==> src/design/wss_pkg.sv <==
`timescale 1ns / 1ps
// ----------------------------------------------------------------------------
// wss_pkg
// Shared types and constants for the wavefront sum stencil.
// ----------------------------------------------------------------------------
package wss_pkg;

  localparam int MAX_Y_DEF   = 64;
  localparam int MAX_Z_DEF   = 64;
  localparam int QUEUE_DEPTH = 4;

  localparam int CFG_IDX_W  = 2;
  localparam int CFG_DATA_W = 16;

  localparam int SIZE_X_W = 16;
  localparam int SIZE_Y_W = 7;
  localparam int SIZE_Z_W = 7;

  localparam logic [SIZE_X_W-1:0] SIZE_X_RST = 16'd16;
  localparam logic [SIZE_Y_W-1:0] SIZE_Y_RST = 7'd16;
  localparam logic [SIZE_Z_W-1:0] SIZE_Z_RST = 7'd16;

  typedef enum logic [CFG_IDX_W-1:0] {
    REG_SIZE_X = 2'd0,
    REG_SIZE_Y = 2'd1,
    REG_SIZE_Z = 2'd2
  } cfg_reg_t;

  // One classified cell on its way from the front to the back
  typedef struct packed {
    logic signed [31:0] cur;
    logic signed [31:0] prev;
    logic               pass;
    logic               last;
  } cell_t;

  // Back-end occupancy, seen by the top level
  typedef struct packed {
    logic stage_valid;
    logic out_valid;
  } bk_stat_t;

endpackage

==> src/design/wss_queue.sv <==
`timescale 1ns / 1ps
// ----------------------------------------------------------------------------
// wss_queue
// Small register FIFO between the front and back parts.
// ----------------------------------------------------------------------------
module wss_queue #(
  parameter int W     = 8,
  parameter int DEPTH = wss_pkg::QUEUE_DEPTH
) (
  input  logic         clk,
  input  logic         rst,
  input  logic         push,
  input  logic [W-1:0] push_data,
  output logic         full,
  input  logic         pop,
  output logic         valid,
  output logic [W-1:0] head
);

  localparam int PW = (DEPTH > 1) ? $clog2(DEPTH) : 1;
  localparam int CW = $clog2(DEPTH + 1);

  logic [W-1:0]  slots [DEPTH];
  logic [PW-1:0] wr_ptr;
  logic [PW-1:0] rd_ptr;
  logic [CW-1:0] count;

  assign full  = (count == CW'(DEPTH));
  assign valid = (count != '0);
  assign head  = slots[rd_ptr];

  always_ff @(posedge clk) begin
    if (push) begin
      slots[wr_ptr] <= push_data;
    end
  end

  always_ff @(posedge clk) begin
    if (rst) begin
      wr_ptr <= '0;
      rd_ptr <= '0;
      count  <= '0;
    end else begin
      if (push) begin
        wr_ptr <= (wr_ptr == PW'(DEPTH - 1)) ? '0 : wr_ptr + PW'(1);
      end
      if (pop) begin
        rd_ptr <= (rd_ptr == PW'(DEPTH - 1)) ? '0 : rd_ptr + PW'(1);
      end
      if (push && !pop) begin
        count <= count + CW'(1);
      end else if (pop && !push) begin
        count <= count - CW'(1);
      end
    end
  end

endmodule

==> config.mk <==
export PLATFORM = sky130hd
export DESIGN_NAME = wss_queue
export DESIGN_NICKNAME = d
export VERILOG_FILES = /design/src/design/wss_pkg.sv /design/src/design/wss_queue.sv
export SDC_FILE = /design/constraint.sdc
export NUM_CORES = 1
export LEC_CHECK = 0
export BUFFER_PORTS_ARGS = -buffer_cell sky130_fd_sc_hd__buf_2
export CORE_MARGIN = 4
export CORE_UTILIZATION = 50
export CTS_CLUSTER_SIZE = 28
export DETAILED_ROUTE_END_ITERATION = 8
export PLACE_DENSITY = 0.74
export REMOVE_ABC_BUFFERS = 1
export SYNTH_ARGS = -nofsm -noshare
export SYNTH_HDL_FRONTEND = slang
export SYNTH_SLANG_ARGS = --single-unit
export TNS_END_PERCENT = 1
==> constraint.sdc <==
create_clock -name clk -period 1.3 [get_ports clk]
set_input_delay 0.13 -clock clk [delete_from_list [all_inputs] [get_ports clk]]
set_output_delay 0.13 -clock clk [all_outputs]
set_load 0.05 [all_outputs]
==> results of run 1 <==
## final timing paths
kind | to | slack, ps | depth (start not counted)
hold reg to reg | flip-flop | 550 | 2
hold / removal | count[2] | 40 | 2
setup reg to reg | count[2] | -40 | 4
setup / recovery | head[4] | -340 | 3
## stage by stage
step | setup WS, ps | instance area (um2) | total power (uW) | TNS, ps
global route | -408 | 2150 | 3110 | -3620
finish | -341 | 2150 | 2950 | -2900
global placement | -217 | 1900 | 2070 | -438
CTS | -371 | 2120 | 2960 | -3160
floorplan | -327 | 1580 | 1900 | -1370
detailed placement | -276 | 1900 | 2090 | -491
## area by class of cell
cell class	count	area [um2]
multi-input combinational	39	449
clock inverter	2	33.8
timing repair buffer	43	410
inverter	4	15.0
clock buffer	6	41.3
tap	44	55.1
sequential	41	1150
fill	228	902
## routing by layer
layer	vias to the layer above	global-route usage (%)	part of all wire (%)
met3	5	4.16	4.0
met2	18	27.8	57
met5	-	0	0
met1	425	16.9	37
met4	0	7.92	2.0
li1	424	-	-
## power by group through the flow
stage	clock network [uW]	registers (uW)	logic, uW
3_5_place_dp	0	1560	530
4_1_cts	797	1530	630
6_report	770	1530	651
3_3_place_gp	0	1550	519
5_1_grt	861	1540	702
2_1_floorplan	0	1560	338
## cell usage after synthesis
| library cell | number | area [um2] |
|---|---|---|
| clkbuf_2 | 1 | 5.00 |
| a21oi_1 | 2 | 10.0 |
| nor3b_1 | 2 | 15.0 |
| buf_6 | 1 | 11.3 |
| and2_1 | 4 | 25.0 |
| inv_1 | 4 | 15.0 |
| o21ai_0 | 1 | 5.00 |
| nor2_1 | 7 | 26.3 |
| mux2i_1 | 4 | 40.0 |
| dfxtp_1 | 9 | 180 |
| edfxtp_1 | 32 | 961 |
| or3_1 | 2 | 12.5 |
| ha_1 | 6 | 75.1 |
| fa_1 | 1 | 20.0 |
| mux4_2 | 8 | 180 |
| xor2_1 | 2 | 17.5 |
## cell usage in the layout, fill, tap and decap left out, drive strengths merged, types with 2 or more instances in the layout
cell type	instances
buf	35
ha	6
mux2i	4
inv	4
a21oi	2
mux4	8
nor3b	2
or3	2
edfxtp	32
xor2	2
nor2	7
clkbuf	6
dfxtp	9
and2	4
dlygate4sd3	8
## repair_timing
item                       4_1_cts  5_1_grt
resized for setup               27        4
setup endpoints to repair       11       26
hold endpoints to repair        27        4
pin swaps                        3        0
hold buffers                     7        1
## logic make-up after synthesis
group,Yosys count,share of synthesized area [%]
flops,41,71.4
compound gates,3,0.939
xor+xnor,2,1.10
simple gates,15,4.93
mux,12,13.8
fa+ha+maj,7,5.95
buf+inv,6,1.96
## registers in the layout, indices dropped and copies added (netlist names), named ones only
| signal | cells |
|---|---|
| count | 3 |
| rd_ptr | 2 |
| slots | 32 |
| wr_ptr | 2 |
==> flow_metrics.tcl, run 1 <==
set metrics [dict create \
    wl_per_cell_um 14.8 \
    finalMaxSlewViolations 0 \
    tightest_slew_ps 199 \
    ys_types 16 \
    rsz0062_at_grt "yes" \
    grt_max_degree 13 \
    clkSinkCount 41 \
    violations "negative setup slack" \
    p_switching_uw 756 \
    min_period_ps 1640 \
    drv_cap 0 \
    core_um2 3050 \
    p_seq_share_pct 51.9 \
    p_comb_share_pct 22.0 \
    hold_path_class "input port to flip-flop" \
    route.detailed.drc 0 \
    postLayoutCoreUtil_pct 70.5 \
    cpPeakStageDelay_ps 510 \
    grt_usage_pct 15.6 \
    portBuffers 21 \
    diodes 0 \
    rows 20 \
    synthCells 86 \
    fin_hold_ws_ps 35.7 \
    clk_latency_ps 340 \
    antenna_found_initial 0 \
    setup_viol 11 \
    start_kind "flip-flop" \
    internal_power_uw 2200 \
    outcome "finished, violations left" \
    clkPwrFrac_pct 26.1 \
    die_area_um2 4170 \
    p_leak_uw 0.000818 \
    initial_core_util_pct 52.4 \
    first_pass_iters 6 \
    grt_pass1_vias 1025 \
    grt_pass1_wl_mm 4.70 \
    routed_wl_mm 2.65 \
    fin_ws_ps -341 \
    power_per_cell_area_nw_per_um2 1370 \
    final_cells 179 \
    nNetsFinal 153 \
    crit_chain "buf_12 > mux4_2 > buf_6" \
    cp.required_ps 1170 \
    vias 872 \
    hpwl_mm 1.86 \
    postSynthAreaPerCell_um2 18.6 \
    skew_ps 8.76 \
    die_h_um 64.6 \
    root_buffer "clkbuf_4" \
    dpl.cell_count 163 \
    endpoint_kind "primary output" \
    clk_pin_slew_worst_paths_ps 110 \
    switching_share_pct 25.6 \
    cts_setup_buffers 0 \
    ys_seq_area_share_pct 71.4 \
    tritoncts "yes" \
    final_layout_size_suffix_gt1_share_pct 42.2 \
    cts_max_path_buffers 2 \
    r2r-start "count[1]" \
    crit_fanout 8 \
    syn_to_final_growth_pct 34.5 \
    ys_warn_count 0 \
    min_period_over_period_pct 126 \
    final-hold-violation-count 0 \
    relSlewSlack_pct 86.6 \
    hp-start "rst" \
    max_freq_mhz 609 \
    synth_seq_cells 41 \
    cpLargestDelayFamily "multiplexers" \
    gr-total-overflow 0 \
    die_w_um 64.6 \
    antenna_left 0 \
    irDropWorstVdd_mv 0.998 \
    cts_buffers 5 \
    critPathKind "flip-flop to primary output" \
    syn-cell-area_um2 1600 \
    path_buf_inv 2 \
    ioPinCount 22 \
    routed_via_density 4.87 \
    drt_iter0_drc 16 \
    cpMaxStageDelayCell "mux4_2" \
    arrival_ps 1510 \
    htree_levels 2 \
    gp_congestion 0.664 \
]
No activity file was read; power rests on OpenSTA's default activity.
==> inputs of run 2 (changes only) <==
Settings changed: BUFFER_PORTS_ARGS -buffer_cell sky130_fd_sc_hd__buf_2 to default, DONT_BUFFER_PORTS from default to 1, PLACE_DENSITY 0.74 to 0.68.
==> flow_metrics.tcl, run 2 (synthesis results as in run 1) <==
set metrics [dict create \
    outcome "finished, violations left" \
    violations "negative setup slack" \
    nNetsFinal 134 \
    first_pass_iters 4 \
    grt_max_degree 12 \
    irDropWorstVdd_mv 0.924 \
    grt_pass1_wl_mm 4.29 \
    die_area_um2 4170 \
    final-hold-violation-count 0 \
    cts_buffers 5 \
    cts_setup_buffers 0 \
    diodes 0 \
    endpoint_kind "primary output" \
    p_seq_share_pct 57.9 \
    p_leak_uw 0.000710 \
    tritoncts "yes" \
    skew_ps 4.06 \
    rr_endpoint "count[2]" \
    wl_per_cell_um 15.6 \
    portBuffers 0 \
    routed_via_density 5.13 \
    rows 20 \
    clkPwrFrac_pct 21.8 \
    r2r_slack_ps -70 \
    root_buffer "clkbuf_4" \
    r2r-start "count[1]" \
    grt_pass1_vias 886 \
    rsz0062_at_grt "yes" \
    place_area_um2 1790 \
    cpPeakStageDelay_ps 670 \
    largest_reg_flops 32 \
    reg_top3 "slots: 32 flops, count: 3 flops" \
    hold_path_class "input port to flip-flop" \
    drv_cap 0 \
    crit_chain "buf_12 > mux4_2" \
    grt_usage_pct 14.5 \
    start_kind "flip-flop" \
    fin_ws_ps -325 \
    ioPinCount 22 \
    final_cell_mix "edfxtp_1, dlygate4sd3_1, mux4_2, nor2_1" \
    finalMaxSlewViolations 0 \
    drt_iter0_drc 27 \
    antenna_found_initial 0 \
    min_period_over_period_pct 125 \
    initial_core_util_pct 52.4 \
    power_per_cell_area_nw_per_um2 1340 \
    internal_power_uw 1920 \
    route.detailed.drc 0 \
    gr-total-overflow 0 \
    regMostFlops "slots" \
    final_layout_size_suffix_gt1_share_pct 29.3 \
    critPathKind "flip-flop to primary output" \
    preCtsSetupSlack_ps -165 \
    die_w_um 64.6 \
    setup_viol 10 \
    switching_share_pct 27.2 \
    finalInstanceArea_um2 1980 \
    die_h_um 64.6 \
    p_switching_uw 718 \
    p_comb_share_pct 20.3 \
    cpMaxStageDelayCell "mux4_2" \
    syn_to_final_growth_pct 23.6 \
    clk_pin_slew_worst_paths_ps 100 \
    arrival_ps 1500 \
    cts_max_path_buffers 2 \
    layout.cells.most_common "edfxtp_1" \
    gp_congestion 0.721 \
    fillerInstances 243 \
    fin_hold_ws_ps 104 \
    tightest_slew_ps 285 \
    hpwl_mm 1.67 \
    clk_latency_ps 330 \
    min_period_ps 1630 \
    antenna_left 0 \
    core_um2 3050 \
    min_path_cells 3 \
    vias 821 \
    cp.required_ps 1170 \
    crit_fanout 8 \
    htree_levels 2 \
    routed_wl_mm 2.50 \
    rr_worst_depth 4 \
    hp-start "pop" \
    max_freq_mhz 615 \
    clkSinkCount 41 \
    relSlewSlack_pct 81.0 \
]
==> run 2: cell types whose count changed in the layout (fill, tap and decap cells not counted), moves of 2 or more <==
cell and delta:
buf_2 -11, buf_6 -9, dlygate4sd3_1 +3, buf_4 -2
clkbuf_1 +2
==> run 2: power by group through the flow <==
stage | clock, uW | combinational, uW | sequential [uW]
after floorplan | 0 | 338 | 1560
after global placement | 0 | 460 | 1550
after detailed placement | 0 | 470 | 1550
after CTS | 600 | 536 | 1530
after global routing | 663 | 577 | 1540
final | 576 | 535 | 1530
==> run 2: cell type report <==
type	instances	area, um2	area share [%]
Sequential cell	41	1150	58.0
Multi-Input combinational cell	39	443	22.4
Timing Repair Buffer	24	269	13.6
Tap cell	44	55.1	2.78
Clock buffer	8	48.8	2.47
Inverter	4	15.0	0.759
==> run 2: metal layers <==
layer / wire, um / global-route usage, % / vias to the layer above / share of wire, %
met5: 0 / 0 / - / 0
met4: 42 / 8.71 / 0 / 1.7
met3: 113 / 4.33 / 4 / 4.5
met2: 1290 / 23.8 / 24 / 52
met1: 1050 / 16.6 / 409 / 42
li1: - / - / 384 / -
==> run 2: how the worst max path moves through the flow <==
stage / end / slack [ps] / startpoint / cells past startpoint
6_report: head[1] / -330 / flip-flop / 2
5_1_grt: head[2] / -400 / flip-flop / 2
4_1_cts: head[2] / -350 / flip-flop / 2
3_5_place_dp: count[2] / -160 / pop / 7
3_3_place_gp: count[2] / -100 / pop / 7
2_1_floorplan: full / -330 / count[1] / 1
==> run 2: metrics by stage <==
stage	instances	total power (uW)	setup TNS, ps	utilization (%)
2_1_floorplan	84	1900	-1370	-
3_3_place_gp	141	2010	-102	58.6
3_5_place_dp	141	2020	-165	58.6
4_1_cts	160	2660	-2920	64.6
5_1_grt	160	2780	-3490	64.8
6_report	160	2640	-2750	64.8
==> run 2: what timing repair did <==
item / CTS / global route
endpoints found under the hold margin: 41 / 0
setup endpoints to repair: 11 / 20
pin swaps: 3 / 1
hold buffers: 11 / 0
resized for setup: 8 / 2
==> run 2: critical path, delay by kind of cell, from the launching register on <==
| family | cells | cell delay, ps |
|---|---|---|
| buffers and inverters | 1 | 140 |
| muxes | 1 | 670 |
| DFF | 1 | 350 |
==> inputs of run 3 (changes only) <==
Settings changed: TNS_END_PERCENT 1 to default.
==> flow_metrics.tcl, run 3 (synthesis results as in run 1) <==
set metrics [dict create \
    outcome "finished, violations left" \
    violations "negative setup slack" \
    portBuffers 0 \
    p_leak_uw 0.000715 \
    core_um2 3050 \
    clkSinkCount 41 \
    wl_per_cell_um 15.6 \
    final_cells 161 \
    largest_reg_flops 32 \
    fin_ws_ps -326 \
    syn_to_final_growth_pct 24.1 \
    clk_latency_ps 330 \
    rsz0062_at_grt "yes" \
    arrival_ps 1500 \
    diodes 0 \
    layout.cells.most_common "edfxtp_1" \
    grt_max_degree 12 \
    critPathKind "flip-flop to primary output" \
    gp_congestion 0.721 \
    tritoncts "yes" \
    endpoint_kind "primary output" \
    max_freq_mhz 615 \
    cp.required_ps 1170 \
    grt_usage_pct 14.6 \
    nNetsFinal 135 \
    skew_ps 3.62 \
    relSlewSlack_pct 81.3 \
    rows 20 \
    regMostFlops "slots" \
    reg_top3 "slots: 32 flops, count: 3 flops" \
    grt_pass1_vias 885 \
    setup_viol 10 \
    die_h_um 64.6 \
    routed_via_density 5.08 \
    first_pass_iters 4 \
    die_area_um2 4170 \
    vias 818 \
    antenna_found_initial 0 \
    clk_pin_slew_worst_paths_ps 100 \
    drt_iter0_drc 23 \
    die_w_um 64.6 \
    cts_buffers 5 \
    hold_path_class "input port to flip-flop" \
    hpwl_mm 1.67 \
    cts_max_path_buffers 2 \
    antenna_left 0 \
    final-hold-violation-count 0 \
    finalMaxSlewViolations 0 \
    postLayoutCoreUtil_pct 65.0 \
    htree_levels 2 \
    initial_core_util_pct 52.4 \
    power_uw 2650 \
    irDropWorstVdd_mv 0.923 \
    min_period_over_period_pct 125 \
    final_layout_size_suffix_gt1_share_pct 29.9 \
    final_cell_mix "edfxtp_1, dlygate4sd3_1, mux4_2, nor2_1, buf_4" \
    routed_wl_mm 2.52 \
    gr-total-overflow 0 \
    grt_pass1_wl_mm 4.32 \
    route.detailed.drc 0 \
    power_per_cell_area_nw_per_um2 1330 \
    drv_cap 0 \
    ioPinCount 22 \
    root_buffer "clkbuf_4" \
    dpl.cell_count 141 \
    crit_fanout 8 \
    tightest_slew_ps 280 \
    min_period_ps 1630 \
    start_kind "flip-flop" \
]
## run 3: changes by cell type in the layout (fill, tap and decap cells not counted), sizes merged
| cell | change |
|---|---|
| buf | +1 |
## run 3: path summary, 6_finish.rpt
kind,depth (start not counted),slack [ps],start,end
worst max-delay path,2,-330,flip-flop,head[1]
worst max register to register,4,-70,count[1],count[2]
worst min-delay path,3,110,pop,flip-flop
worst min register to register,2,550,rd_ptr[0],flip-flop
## run 3: final cells by class
cell class	count	area, um2
repair buffers	25	277
flip-flops and latches	41	1150
fillers	240	1070
multi-input cells	39	443
clock buffers	8	48.8
inverters	4	15.0
well taps	44	55.1
## run 3: stage by stage
step	area, um2	setup slack [ps]	setup TNS [ps]	hold slack, ps
floorplan	1580	-327	-1370	199
global placement	1790	-102	-102	201
detailed placement	1790	-165	-165	205
CTS	1980	-347	-2910	91.9
global route	1980	-401	-3480	109
finish	1980	-326	-2760	105
## run 3: metal layers
metal | part of all wire [%] | GRT usage [%] | up-vias
li1 | - | - | 386
met1 | 42 | 16.8 | 407
met2 | 52 | 24.1 | 21
met3 | 4.3 | 4.33 | 4
met4 | 1.7 | 8.71 | 0
met5 | 0 | 0 | -
## run 3: critical path, cell delays in order (launching register included)
cell and delay, ps:
dfxtp_2 350, buf_12 140, mux4_2 670
## run 3: what timing repair did
action                                 4_1_cts  5_1_grt
pin swaps                                    4        0
hold buffers                                11        0
setup endpoints to repair                   11       20
gates resized for setup                      8        2
endpoints found under the hold margin       41        0
buffers inserted                             1        0
## run 3: where the power goes
| group | leakage [uW] | internal (uW) | switching, uW |
|---|---|---|---|
| clock network | 0.0000265 | 216 | 360 |
| logic | 0.000319 | 220 | 324 |
| registers | 0.000369 | 1490 | 36.1 |
