File: config.mk
export PLATFORM = sky130hd
export DESIGN_NAME = wss_front_flat
export DESIGN_NICKNAME = d
export VERILOG_FILES = /design/src/design/wss_pkg.sv /design/src/design/wss_if.sv /design/src/design/wss_front.sv /design/src/flat_wrapper.sv
export SDC_FILE = /design/constraint.sdc
export NUM_CORES = 1
export LEC_CHECK = 0
export BUFFER_PORTS_ARGS = -buffer_cell sky130_fd_sc_hd__buf_2
export CORE_ASPECT_RATIO = 1.75
export CORE_UTILIZATION = 54
export CTS_CLUSTER_DIAMETER = 150
export DETAILED_ROUTE_END_ITERATION = 10
export PLACE_DENSITY = 0.95
export SKIP_CTS_REPAIR_TIMING = 1
export SLEW_MARGIN = 10
export SYNTH_ARGS = -nofsm -noshare
export SYNTH_HDL_FRONTEND = slang
export SYNTH_SLANG_ARGS = --single-unit
export TNS_END_PERCENT = 100
File: constraint.sdc
create_clock -name clk -period 6.8 [get_ports clk]
set_input_delay 0.34 -clock clk [delete_from_list [all_inputs] [get_ports clk]]
set_output_delay 0.34 -clock clk [all_outputs]
set_load 0.03 [all_outputs]
File: src/design/wss_pkg.sv
`timescale 1ns / 1ps
// ----------------------------------------------------------------------------
// wss_pkg
// Shared types and constants for the wavefront sum stencil.
// ----------------------------------------------------------------------------
package wss_pkg;

  localparam int MAX_Y_DEF   = 64;
  localparam int MAX_Z_DEF   = 64;
  localparam int QUEUE_DEPTH = 4;

  localparam int CFG_IDX_W  = 2;
  localparam int CFG_DATA_W = 16;

  localparam int SIZE_X_W = 16;
  localparam int SIZE_Y_W = 7;
  localparam int SIZE_Z_W = 7;

  localparam logic [SIZE_X_W-1:0] SIZE_X_RST = 16'd16;
  localparam logic [SIZE_Y_W-1:0] SIZE_Y_RST = 7'd16;
  localparam logic [SIZE_Z_W-1:0] SIZE_Z_RST = 7'd16;

  typedef enum logic [CFG_IDX_W-1:0] {
    REG_SIZE_X = 2'd0,
    REG_SIZE_Y = 2'd1,
    REG_SIZE_Z = 2'd2
  } cfg_reg_t;

  // One classified cell on its way from the front to the back
  typedef struct packed {
    logic signed [31:0] cur;
    logic signed [31:0] prev;
    logic               pass;
    logic               last;
  } cell_t;

  // Back-end occupancy, seen by the top level
  typedef struct packed {
    logic stage_valid;
    logic out_valid;
  } bk_stat_t;

endpackage

File: src/design/wss_if.sv
`timescale 1ns / 1ps
// ----------------------------------------------------------------------------
// wss_if
// Valid/ready channels for input cells and result cells.
// ----------------------------------------------------------------------------
interface wss_in_if;
  logic               valid;
  logic               ready;
  logic signed [31:0] cur_value;
  logic signed [31:0] prev_slab_value;

  modport source (output valid, output cur_value, output prev_slab_value, input ready);
  modport sink   (input valid, input cur_value, input prev_slab_value, output ready);
endinterface


File: src/design/wss_front.sv
`timescale 1ns / 1ps
// ----------------------------------------------------------------------------
// wss_front
// Size registers, raster counters and per-cell classification.
// ----------------------------------------------------------------------------
module wss_front #(
  parameter int MAX_Y = wss_pkg::MAX_Y_DEF,
  parameter int MAX_Z = wss_pkg::MAX_Z_DEF
) (
  input  logic                            clk,
  input  logic                            rst,
  wss_in_if.sink                          cells_in,
  input  logic                            cfg_we,
  input  logic [wss_pkg::CFG_IDX_W-1:0]   cfg_index,
  input  logic [wss_pkg::CFG_DATA_W-1:0]  cfg_data,
  input  logic                            q_full,
  output logic                            push,
  output wss_pkg::cell_t                  classified,
  output logic [$clog2(MAX_Y*MAX_Z)-1:0]  idx
);

  localparam int AW  = $clog2(MAX_Y * MAX_Z);
  localparam int XW  = wss_pkg::SIZE_X_W;
  localparam int YW  = $clog2(MAX_Y);
  localparam int ZW  = (MAX_Z > 1) ? $clog2(MAX_Z) : 1;
  localparam int YCW = ((YW > wss_pkg::SIZE_Y_W) ? YW : wss_pkg::SIZE_Y_W) + 1;
  localparam int ZCW = ((ZW > wss_pkg::SIZE_Z_W) ? ZW : wss_pkg::SIZE_Z_W) + 1;
  localparam int XCW = wss_pkg::SIZE_X_W + 1;

  logic [wss_pkg::SIZE_X_W-1:0] size_x;
  logic [wss_pkg::SIZE_Y_W-1:0] size_y;
  logic [wss_pkg::SIZE_Z_W-1:0] size_z;

  logic [wss_pkg::SIZE_X_W-1:0] x_count, x_count_next;
  logic [YW-1:0]                y_count, y_count_next;
  logic [ZW-1:0]                z_count, z_count_next;

  logic [XCW-1:0] sx_eff;
  logic [YCW-1:0] sy_eff;
  logic [ZCW-1:0] sz_eff;
  logic           x_end, y_end, z_end;

  // Zero acts as one; oversize clamps to the store dimension
  always_comb begin
    sx_eff = (size_x == '0) ? XCW'(1) : XCW'(size_x);
    if (size_y == '0) begin
      sy_eff = YCW'(1);
    end else if (YCW'(size_y) > YCW'(MAX_Y)) begin
      sy_eff = YCW'(MAX_Y);
    end else begin
      sy_eff = YCW'(size_y);
    end
    if (size_z == '0) begin
      sz_eff = ZCW'(1);
    end else if (ZCW'(size_z) > ZCW'(MAX_Z)) begin
      sz_eff = ZCW'(MAX_Z);
    end else begin
      sz_eff = ZCW'(size_z);
    end
  end

  always_comb begin
    z_end = (ZCW'(z_count) + ZCW'(1)) >= sz_eff;
    y_end = (YCW'(y_count) + YCW'(1)) >= sy_eff;
    x_end = (XCW'(x_count) + XCW'(1)) >= sx_eff;

    x_count_next = x_count;
    y_count_next = y_count;
    z_count_next = z_count;
    if (!z_end) begin
      z_count_next = z_count + ZW'(1);
    end else begin
      z_count_next = '0;
      if (!y_end) begin
        y_count_next = y_count + YW'(1);
      end else begin
        y_count_next = '0;
        x_count_next = x_end ? '0 : x_count + XW'(1);
      end
    end
  end

  assign cells_in.ready = !q_full;
  assign push           = cells_in.valid && !q_full;

  always_comb begin
    classified.cur  = cells_in.cur_value;
    classified.prev = cells_in.prev_slab_value;
    classified.pass = (x_count == '0) || (y_count == '0);
    classified.last = z_end && y_end && x_end;
    idx             = AW'(y_count) * AW'(MAX_Z) + AW'(z_count);
  end

  always_ff @(posedge clk) begin
    if (rst) begin
      size_x <= wss_pkg::SIZE_X_RST;
      size_y <= wss_pkg::SIZE_Y_RST;
      size_z <= wss_pkg::SIZE_Z_RST;
    end else if (cfg_we) begin
      case (cfg_index)
        wss_pkg::REG_SIZE_X: size_x <= cfg_data;
        wss_pkg::REG_SIZE_Y: size_y <= cfg_data[wss_pkg::SIZE_Y_W-1:0];
        wss_pkg::REG_SIZE_Z: size_z <= cfg_data[wss_pkg::SIZE_Z_W-1:0];
        default: ;
      endcase
    end
  end

  always_ff @(posedge clk) begin
    if (rst) begin
      x_count <= '0;
      y_count <= '0;
      z_count <= '0;
    end else if (push) begin
      x_count <= x_count_next;
      y_count <= y_count_next;
      z_count <= z_count_next;
    end
  end

endmodule

File: src/flat_wrapper.sv
// flat-port wrapper written by rule: the top's interface ports become plain ports
module wss_front_flat 
#(
  parameter int MAX_Y = wss_pkg::MAX_Y_DEF,
  parameter int MAX_Z = wss_pkg::MAX_Z_DEF
)
  (clk, rst, cfg_we, cfg_index, cfg_data, q_full, push, classified, idx, cells_in_valid, cells_in_cur_value, cells_in_prev_slab_value, cells_in_ready);
  wss_in_if cells_in_i ();
  input  logic clk;
  input  logic rst;
  input  logic cfg_we;
  input  logic [wss_pkg::CFG_IDX_W-1:0] cfg_index;
  input  logic [wss_pkg::CFG_DATA_W-1:0] cfg_data;
  input  logic q_full;
  output logic push;
  output wss_pkg::cell_t classified;
  output logic [$clog2(MAX_Y*MAX_Z)-1:0] idx;
  input wire logic [$bits(cells_in_i.valid)-1:0] cells_in_valid;
  input wire logic [$bits(cells_in_i.cur_value)-1:0] cells_in_cur_value;
  input wire logic [$bits(cells_in_i.prev_slab_value)-1:0] cells_in_prev_slab_value;
  output wire logic [$bits(cells_in_i.ready)-1:0] cells_in_ready;
  assign cells_in_i.valid = cells_in_valid;
  assign cells_in_i.cur_value = cells_in_cur_value;
  assign cells_in_i.prev_slab_value = cells_in_prev_slab_value;
  assign cells_in_ready = cells_in_i.ready;
  wss_front #(.MAX_Y(MAX_Y), .MAX_Z(MAX_Z)) u_core (.clk(clk), .rst(rst), .cells_in(cells_in_i), .cfg_we(cfg_we), .cfg_index(cfg_index), .cfg_data(cfg_data), .q_full(q_full), .push(push), .classified(classified), .idx(idx));
endmodule
==> run_results.csv, run 1 <==
group,metric,value,unit
routing,first_iter_violations,534,
floorplanning,die_height,120,microns
setup_path,crit_family,"simple AND/OR/NAND/NOR gates",
worst_hold_path,hp-class,"primary input to flip-flop",
global_route,grt-ovfl-total,0,
clocking,clkSinkCount,58,
routing,drt-vias-per-instance,6.16,
timing,period_minus_slack,3.93,ns
synthesis,syn_inst,541,
status,outcome,"complete, no violations",
timing,hold_viol_final,0,
timing,setup-tns-final,0,ns
routing,first_pass_iters,8,
global_route,grt_antenna_before_repair,0,
synthesis,synth_area,4270,sq um
floorplanning,die_x,69.2,microns
run,drv_cap,0,
pwr,vdd_drop_max,0.177,mV
clocking,clk_pin_slew,0.05,ns
clocking,clockBufferDepth,2,
pwr,power_per_cell_area,230,nW/um^2
routing,drt_wl_total,9780,microns
setup_path,cp.required,6.46,ns
timing,setup_viol,0,
setup_path,critPathCaptureType,"output pin",
synthesis,avgSynthCellArea,7.90,sq um
synthesis,synth-simple-area-share,25.3,%
timing,slew_headroom,27.2,%
synthesis,synth_top_area_cell,"dfxtp_1",
floorplanning,io-pin-count,167,
clocking,cts_buffers,9,
pwr,power_leakage,0.00180,uW
pwr,combPwrFrac,15.5,%
pwr,pwr-share-clk,45.8,%
synthesis,synth_warnings,0,
routing,drc_errors,0,
routing,wire_per_inst,16.5,microns
synthesis,synth_fp_nets,663,
clocking,clock-root-buffer,"clkbuf_16",
floorplanning,dieArea,8280,sq um
floorplanning,core,7620,sq um
synthesis,synthTopCellsByArea,"dfxtp_1 27%, buf_4 11%, ha_1 10%",
finish,n_antenna_cell,0,
global_route,track_usage,24.6,%
global_route,grt_pass1_wl,16000,microns
clocking,clk_latency,0.34,ns
pwr,p_int,689,uW
finish,final_cell_mix,"77 x nand2_1, 58 x dfxtp_1, 42 x nor2_1, 41 x a21oi_1, 38 x buf_2",
placed_design,post-place-ws,3.27,ns
timing,rsz0062_at_grt,"no",
setup_path,worst_path_largest_cell_delay,0.49,ns
setup_path,cp_data_arrival_time,3.59,ns
floorplanning,initial_core_util,56.1,%
setup_path,critPathSlowestCell,"dfxtp_1",
setup_path,cp_cell_sequence,"nand3_2 > nor3_2 > nand3_1 > and2_1 > or2_1 > ha_1 > nand3_1 > nor3_1 > a2111oi_0 > o31a_1 > buf_4 > a21oi_1 > buf_2",
setup_path,critPathLaunchType,"flip-flop",
synthesis,synth_top_family_by_area,"simple AND/OR/NAND/NOR gates",
routing,vias,3649,
timing,skew,0.00767,ns
setup_path,path_class,"flip-flop to output pin",
placed_design,routabilityCongestion,0.939,
placed_design,port_buffers,38,
synthesis,synthMuxAreaShare,3.05,%
floorplanning,num_rows,42,
pwr,switchingPower,278,uW
setup_path,cp_max_fo,28,
finish,final_common_cell,"nand2_1",
global_route,grt_pass1_vias,3507,
clocking,cts_tree,"done",
synthesis,synth_xor_area_share,4.31,%
placed_design,hpwlAfterDp,6870,microns
synthesis,yosys_register_bits,58,
clocking,cts.htree.levels,3,
synthesis,synth_top_area_share,27.2,%
finish,drive_gt1_share,13.5,%
timing,max_slew.worst_pin.slew,1.09,ns
synthesis,synth-adder-area-share,10.3,%
pwr,pwr-share-seq,38.7,%
finish,areaGrowthSynthToFinish,-1.46,%
setup_path,critPathBufInv,2,
synthesis,synth_compound_area_share,12.2,%
finish,nets,621,
timing,clock.fmax,255,MHz
synthesis,yosysSeqAreaShare,27.2,%
timing,report.final.slew_viol_count,0,
routing,final_antenna_net_count,0,
global_route,grt_max_degree,59,
timing,fin_crit_sh,57.7,%
synthesis,yosysUniqueCellTypes,50,
setup_path,cpMostUsedCell,"nand3_1",
timing,fin_ws,2.87,ns
pwr,switching_share,28.8,%
[cell families (layout without fill, tap and decap cells)]
family                     Yosys count  count (layout)
xor gates and xnor gates            21              21
AOI/OAI and AO/OA                   80              80
buffers and inverters              118              81
and+or+nand+nor                    216             216
DFF                                 58              58
muxes                               13              13
adders and majority gates           35              35
[worst paths after layout]
| kind | from | endpoint | slack, ns | cells past startpoint |
|---|---|---|---|---|
| hold / removal | cfg_data[4] | u_core.size_x[4] | 0.23 | 2 |
| hold reg to reg | u_core.size_x[0] | u_core.size_x[0] | 0.47 | 2 |
| setup / recovery | u_core.x_count[2] | classified[0] | 2.87 | 13 |
| setup reg to reg | u_core.x_count[2] | u_core.x_count[4] | 3.43 | 13 |
[flip-flops by register name, summed over array words and instances, names as in the netlist]
signal and cells:
u_core.size_y 7, u_core.z_count 6, u_core.size_z 7, u_core.x_count 16, u_core.y_count 6, u_core.size_x 16
[through the flow]
| step | cell area (sq um) | instances | power, uW | utilization [%] | hold slack [ns] |
|---|---|---|---|---|---|
| final | 4210 | 592 | 967 | 55.2 | 0.234 |
| after global routing | 4210 | 592 | 1000 | 55.2 | 0.247 |
| after CTS | 4210 | 592 | 967 | 55.2 | 0.231 |
| after detailed placement | 3920 | 576 | 528 | 51.5 | 0.468 |
| after global placement | 3920 | 576 | 520 | 51.5 | 0.449 |
| after floorplan | 4270 | 541 | 574 | - | 0.436 |
[worst register-to-register path: stages (launching register included)]
cell and delay (ns):
dfxtp_1 0.49, nand3_2 0.19, nor3_2 0.35, nand3_1 0.14, and2_1 0.19, or2_1 0.24
ha_1 0.29, nand3_1 0.11, nor3_1 0.07, a2111oi_0 0.38, o31a_1 0.20, buf_4 0.28
nand4_1 0.15, a31oi_1 0.20
[Yosys cell counts, drive strengths merged]
cell,n
buf,78
nand2,77
dfxtp,58
nor2,43
a21oi,42
ha,35
nand4,28
inv,25
nand3,17
clkbuf,15
xnor2,15
nor3,14
mux2i,13
a31oi,11
and3,9
o21ai,9
nor4,8
xor2,6
nand3b,4
nand4b,4
a211o,3
a21o,3
nor2b,3
a22oi,2
and2,2
nand2b,2
or2,2
a2111oi,1
a211oi,1
a311o,1
a32oi,1
a41o,1
nor3b,1
nor4b,1
o211a,1
o211ai,1
o21a,1
o31a,1
o31ai,1
or3b,1
[area by class of cell]
type                    count  area [sq um]
fillers                   607          3410
multi-input cells         365          2350
clock inverters             6          57.6
well taps                  88           110
repair buffers             40           205
flip-flops and latches     58          1160
inverters                  25          93.8
clock buffers              10           229
[metal layers]
metal / GRT usage, % / wire (microns) / vias to the layer above
li1: - / - / 1729
met1: 23.5 / 3350 / 1680
met2: 42.8 / 5060 / 164
met3: 5.37 / 643 / 76
met4: 22.6 / 731 / 0
met5: 0 / 0 / -
[power groups by stage]
stage,logic [uW],registers [uW],clock network [uW]
after floorplan,205,369,0
after global placement,141,379,0
after detailed placement,148,380,0
after CTS,149,373,445
after global routing,166,376,461
final,150,374,443
Power figures use the tool's default switching activity.
==> inputs of run 2 (changes only) <==
CORE_UTILIZATION = 45   (was 54)
PLACE_DENSITY = 0.9   (was 0.95)
clock period = 3.3 ns   (was 6.8 ns; I/O delays follow)
==> run_results.csv, run 2 (same netlist as run 1, synthesis figures left out) <==
group,metric,value,unit
timing,fin_crit_sh,98.7,%
timing,hold_viol_final,0,
setup_path,crit_family,"compound AO/OA/AOI/OAI gates",
finish,postLayoutCoreUtil,48.8,%
pwr,vdd_drop_max,0.359,mV
routing,drt_wl_total,10600,microns
floorplanning,num_rows,46,
setup_path,cp_max_fo,5,
clocking,clk_pin_slew,0.05,ns
timing,max_slew.worst_pin.slew,1.06,ns
setup_path,reg2reg_from,"u_core.x_count[11]",
run,drv_cap,0,
finish,n_antenna_cell,0,
finish,final_cell_mix,"77 x nand2_1, 53 x dfxtp_1, 41 x nor2_1, 40 x a21oi_1, 37 x buf_2",
routing,vias,3785,
clocking,clk_latency,0.33,ns
clocking,cts_tree,"done",
finish,design_area,4460,sq um
pwr,pwr-share-clk,42.3,%
routing,first_iter_violations,332,
clocking,cts.htree.levels,3,
finish,nets,639,
floorplanning,initial_core_util,46.7,%
routing,final_antenna_net_count,0,
setup_path,cp_cell_sequence,"and3_1 > nand3_1 > and2_4 > or2_1 > ha_1 > a21o_1 > a2111oi_4 > o31a_1 > a21oi_2 > buf_6",
clocking,clock-root-buffer,"clkbuf_16",
timing,period_minus_slack,3.26,ns
placed_design,post_dp_cell_area,4070,sq um
placed_design,place_inst,622,
setup_path,critPathSlowestCell,"dfxtp_1",
floorplanning,io-pin-count,167,
timing,setup_viol,0,
finish,fin_cells,641,
finish,drive_gt1_share,19.0,%
setup_path,path_class,"flip-flop to output pin",
setup_path,r2r_slack,0.10,ns
clocking,clkSinkCount,58,
routing,drc_errors,0,
global_route,grt_antenna_before_repair,0,
setup_path,critPathLaunchType,"flip-flop",
placed_design,port_buffers,38,
placed_design,routabilityCongestion,0.975,
pwr,power_leakage,0.00191,uW
routing,first_pass_iters,5,
pwr,p_int,1430,uW
finish,final_common_cell,"nand2_1",
setup_path,critPathBufInv,1,
clocking,cts_buffers,9,
setup_path,cp_data_arrival_time,3.09,ns
setup_path,worstReg2RegEnd,"u_core.x_count[0]",
status,outcome,"complete, no violations",
timing,report.final.slew_viol_count,0,
setup_path,r2r_cells,12,
finish,reg_top3,"u_core.size_x x16, u_core.x_count x16",
finish,areaGrowthSynthToFinish,4.51,%
floorplanning,core,9150,sq um
pwr,power_per_cell_area,451,nW/um^2
setup_path,crit_start,"u_core.x_count[11]",
floorplanning,dieArea,9900,sq um
floorplanning,die_x,75.7,microns
setup_path,worst_path_largest_cell_delay,0.44,ns
setup_path,endpoint,"classified[0]",
worst_hold_path,hp-class,"primary input to flip-flop",
pwr,switching_share,29.0,%
setup_path,cp.required,3.13,ns
placed_design,hpwlAfterDp,7490,microns
global_route,grt_pass1_wl,16400,microns
routing,wire_per_inst,16.6,microns
pwr,pwr-share-seq,38.0,%
setup_path,critPathCaptureType,"output pin",
global_route,grt_max_degree,59,
setup_path,cp.depth,10,
global_route,grt-ovfl-total,0,
clocking,clockBufferDepth,2,
floorplanning,die_height,131,microns
timing,skew,0.00486,ns
timing,slew_headroom,29.4,%
routing,drt-vias-per-instance,5.90,
pwr,total_power,2010,uW
global_route,grt_pass1_vias,3684,
pwr,combPwrFrac,19.7,%
timing,clock.fmax,307,MHz
pwr,switchingPower,584,uW
global_route,track_usage,21.9,%
run 2: cell types whose count changed in the layout (fill, tap and decap cells not counted), moves of 2 or more:
cell,previous run,this run
buf_4,2,20
dfxtp_1,58,53
dfxtp_2,0,3
clkbuf_8,0,2
dfxtp_4,0,2
nand3_1,14,12
run 2: worst min path at each step:
stage                                             from                end  slack [ns]  cells past startpoint
final                                      cfg_data[9]   u_core.size_x[9]        0.07                      3
after global routing                      cfg_data[12]  u_core.size_x[12]        0.08                      3
after CTS                                 cfg_data[15]  u_core.size_x[15]        0.06                      3
after detailed placement  cells_in_prev_slab_value[20]     classified[22]        0.33                      0
after global placement    cells_in_prev_slab_value[20]     classified[22]        0.33                      0
after floorplan                            cfg_data[4]   u_core.size_x[4]        0.28                      1
run 2: area by class of cell:
cell class	instances	area (sq um)
Fill cell	804	4690
Multi-Input combinational cell	365	2430
Sequential cell	58	1170
Timing Repair Buffer	58	347
Clock buffer	12	256
Tap cell	120	150
Inverter	25	93.8
Clock inverter	3	15.0
run 2: per-stage QoR:
step           hold WS (ns)  setup WS, ns  TNS [ns]
2_1_floorplan         0.283         0.200         0
3_3_place_gp          0.330         0.116         0
3_5_place_dp          0.330       -0.0494    -0.338
4_1_cts              0.0648        -0.366     -1.05
5_1_grt              0.0779        -0.116    -0.596
6_report             0.0699        0.0429         0
run 2: tightest hold or removal path: stages:
cell and delay [ns]:
buf_2 0.10, nand2_1 0.04, a21oi_1 0.05
run 2: layer usage:
metal,up-vias,GRT usage [%],part of all wire (%)
li1,1757,-,-
met1,1788,20.9,34
met2,163,38.0,53
met3,77,5.06,5.6
met4,0,19.4,6.7
met5,-,0,0
run 2: power by group through the flow:
stage	logic, uW	clock network (uW)	registers [uW]
after floorplan	423	0	760
after global placement	333	0	773
after detailed placement	347	0	775
after CTS	351	864	761
after global routing	430	890	766
final	397	853	764
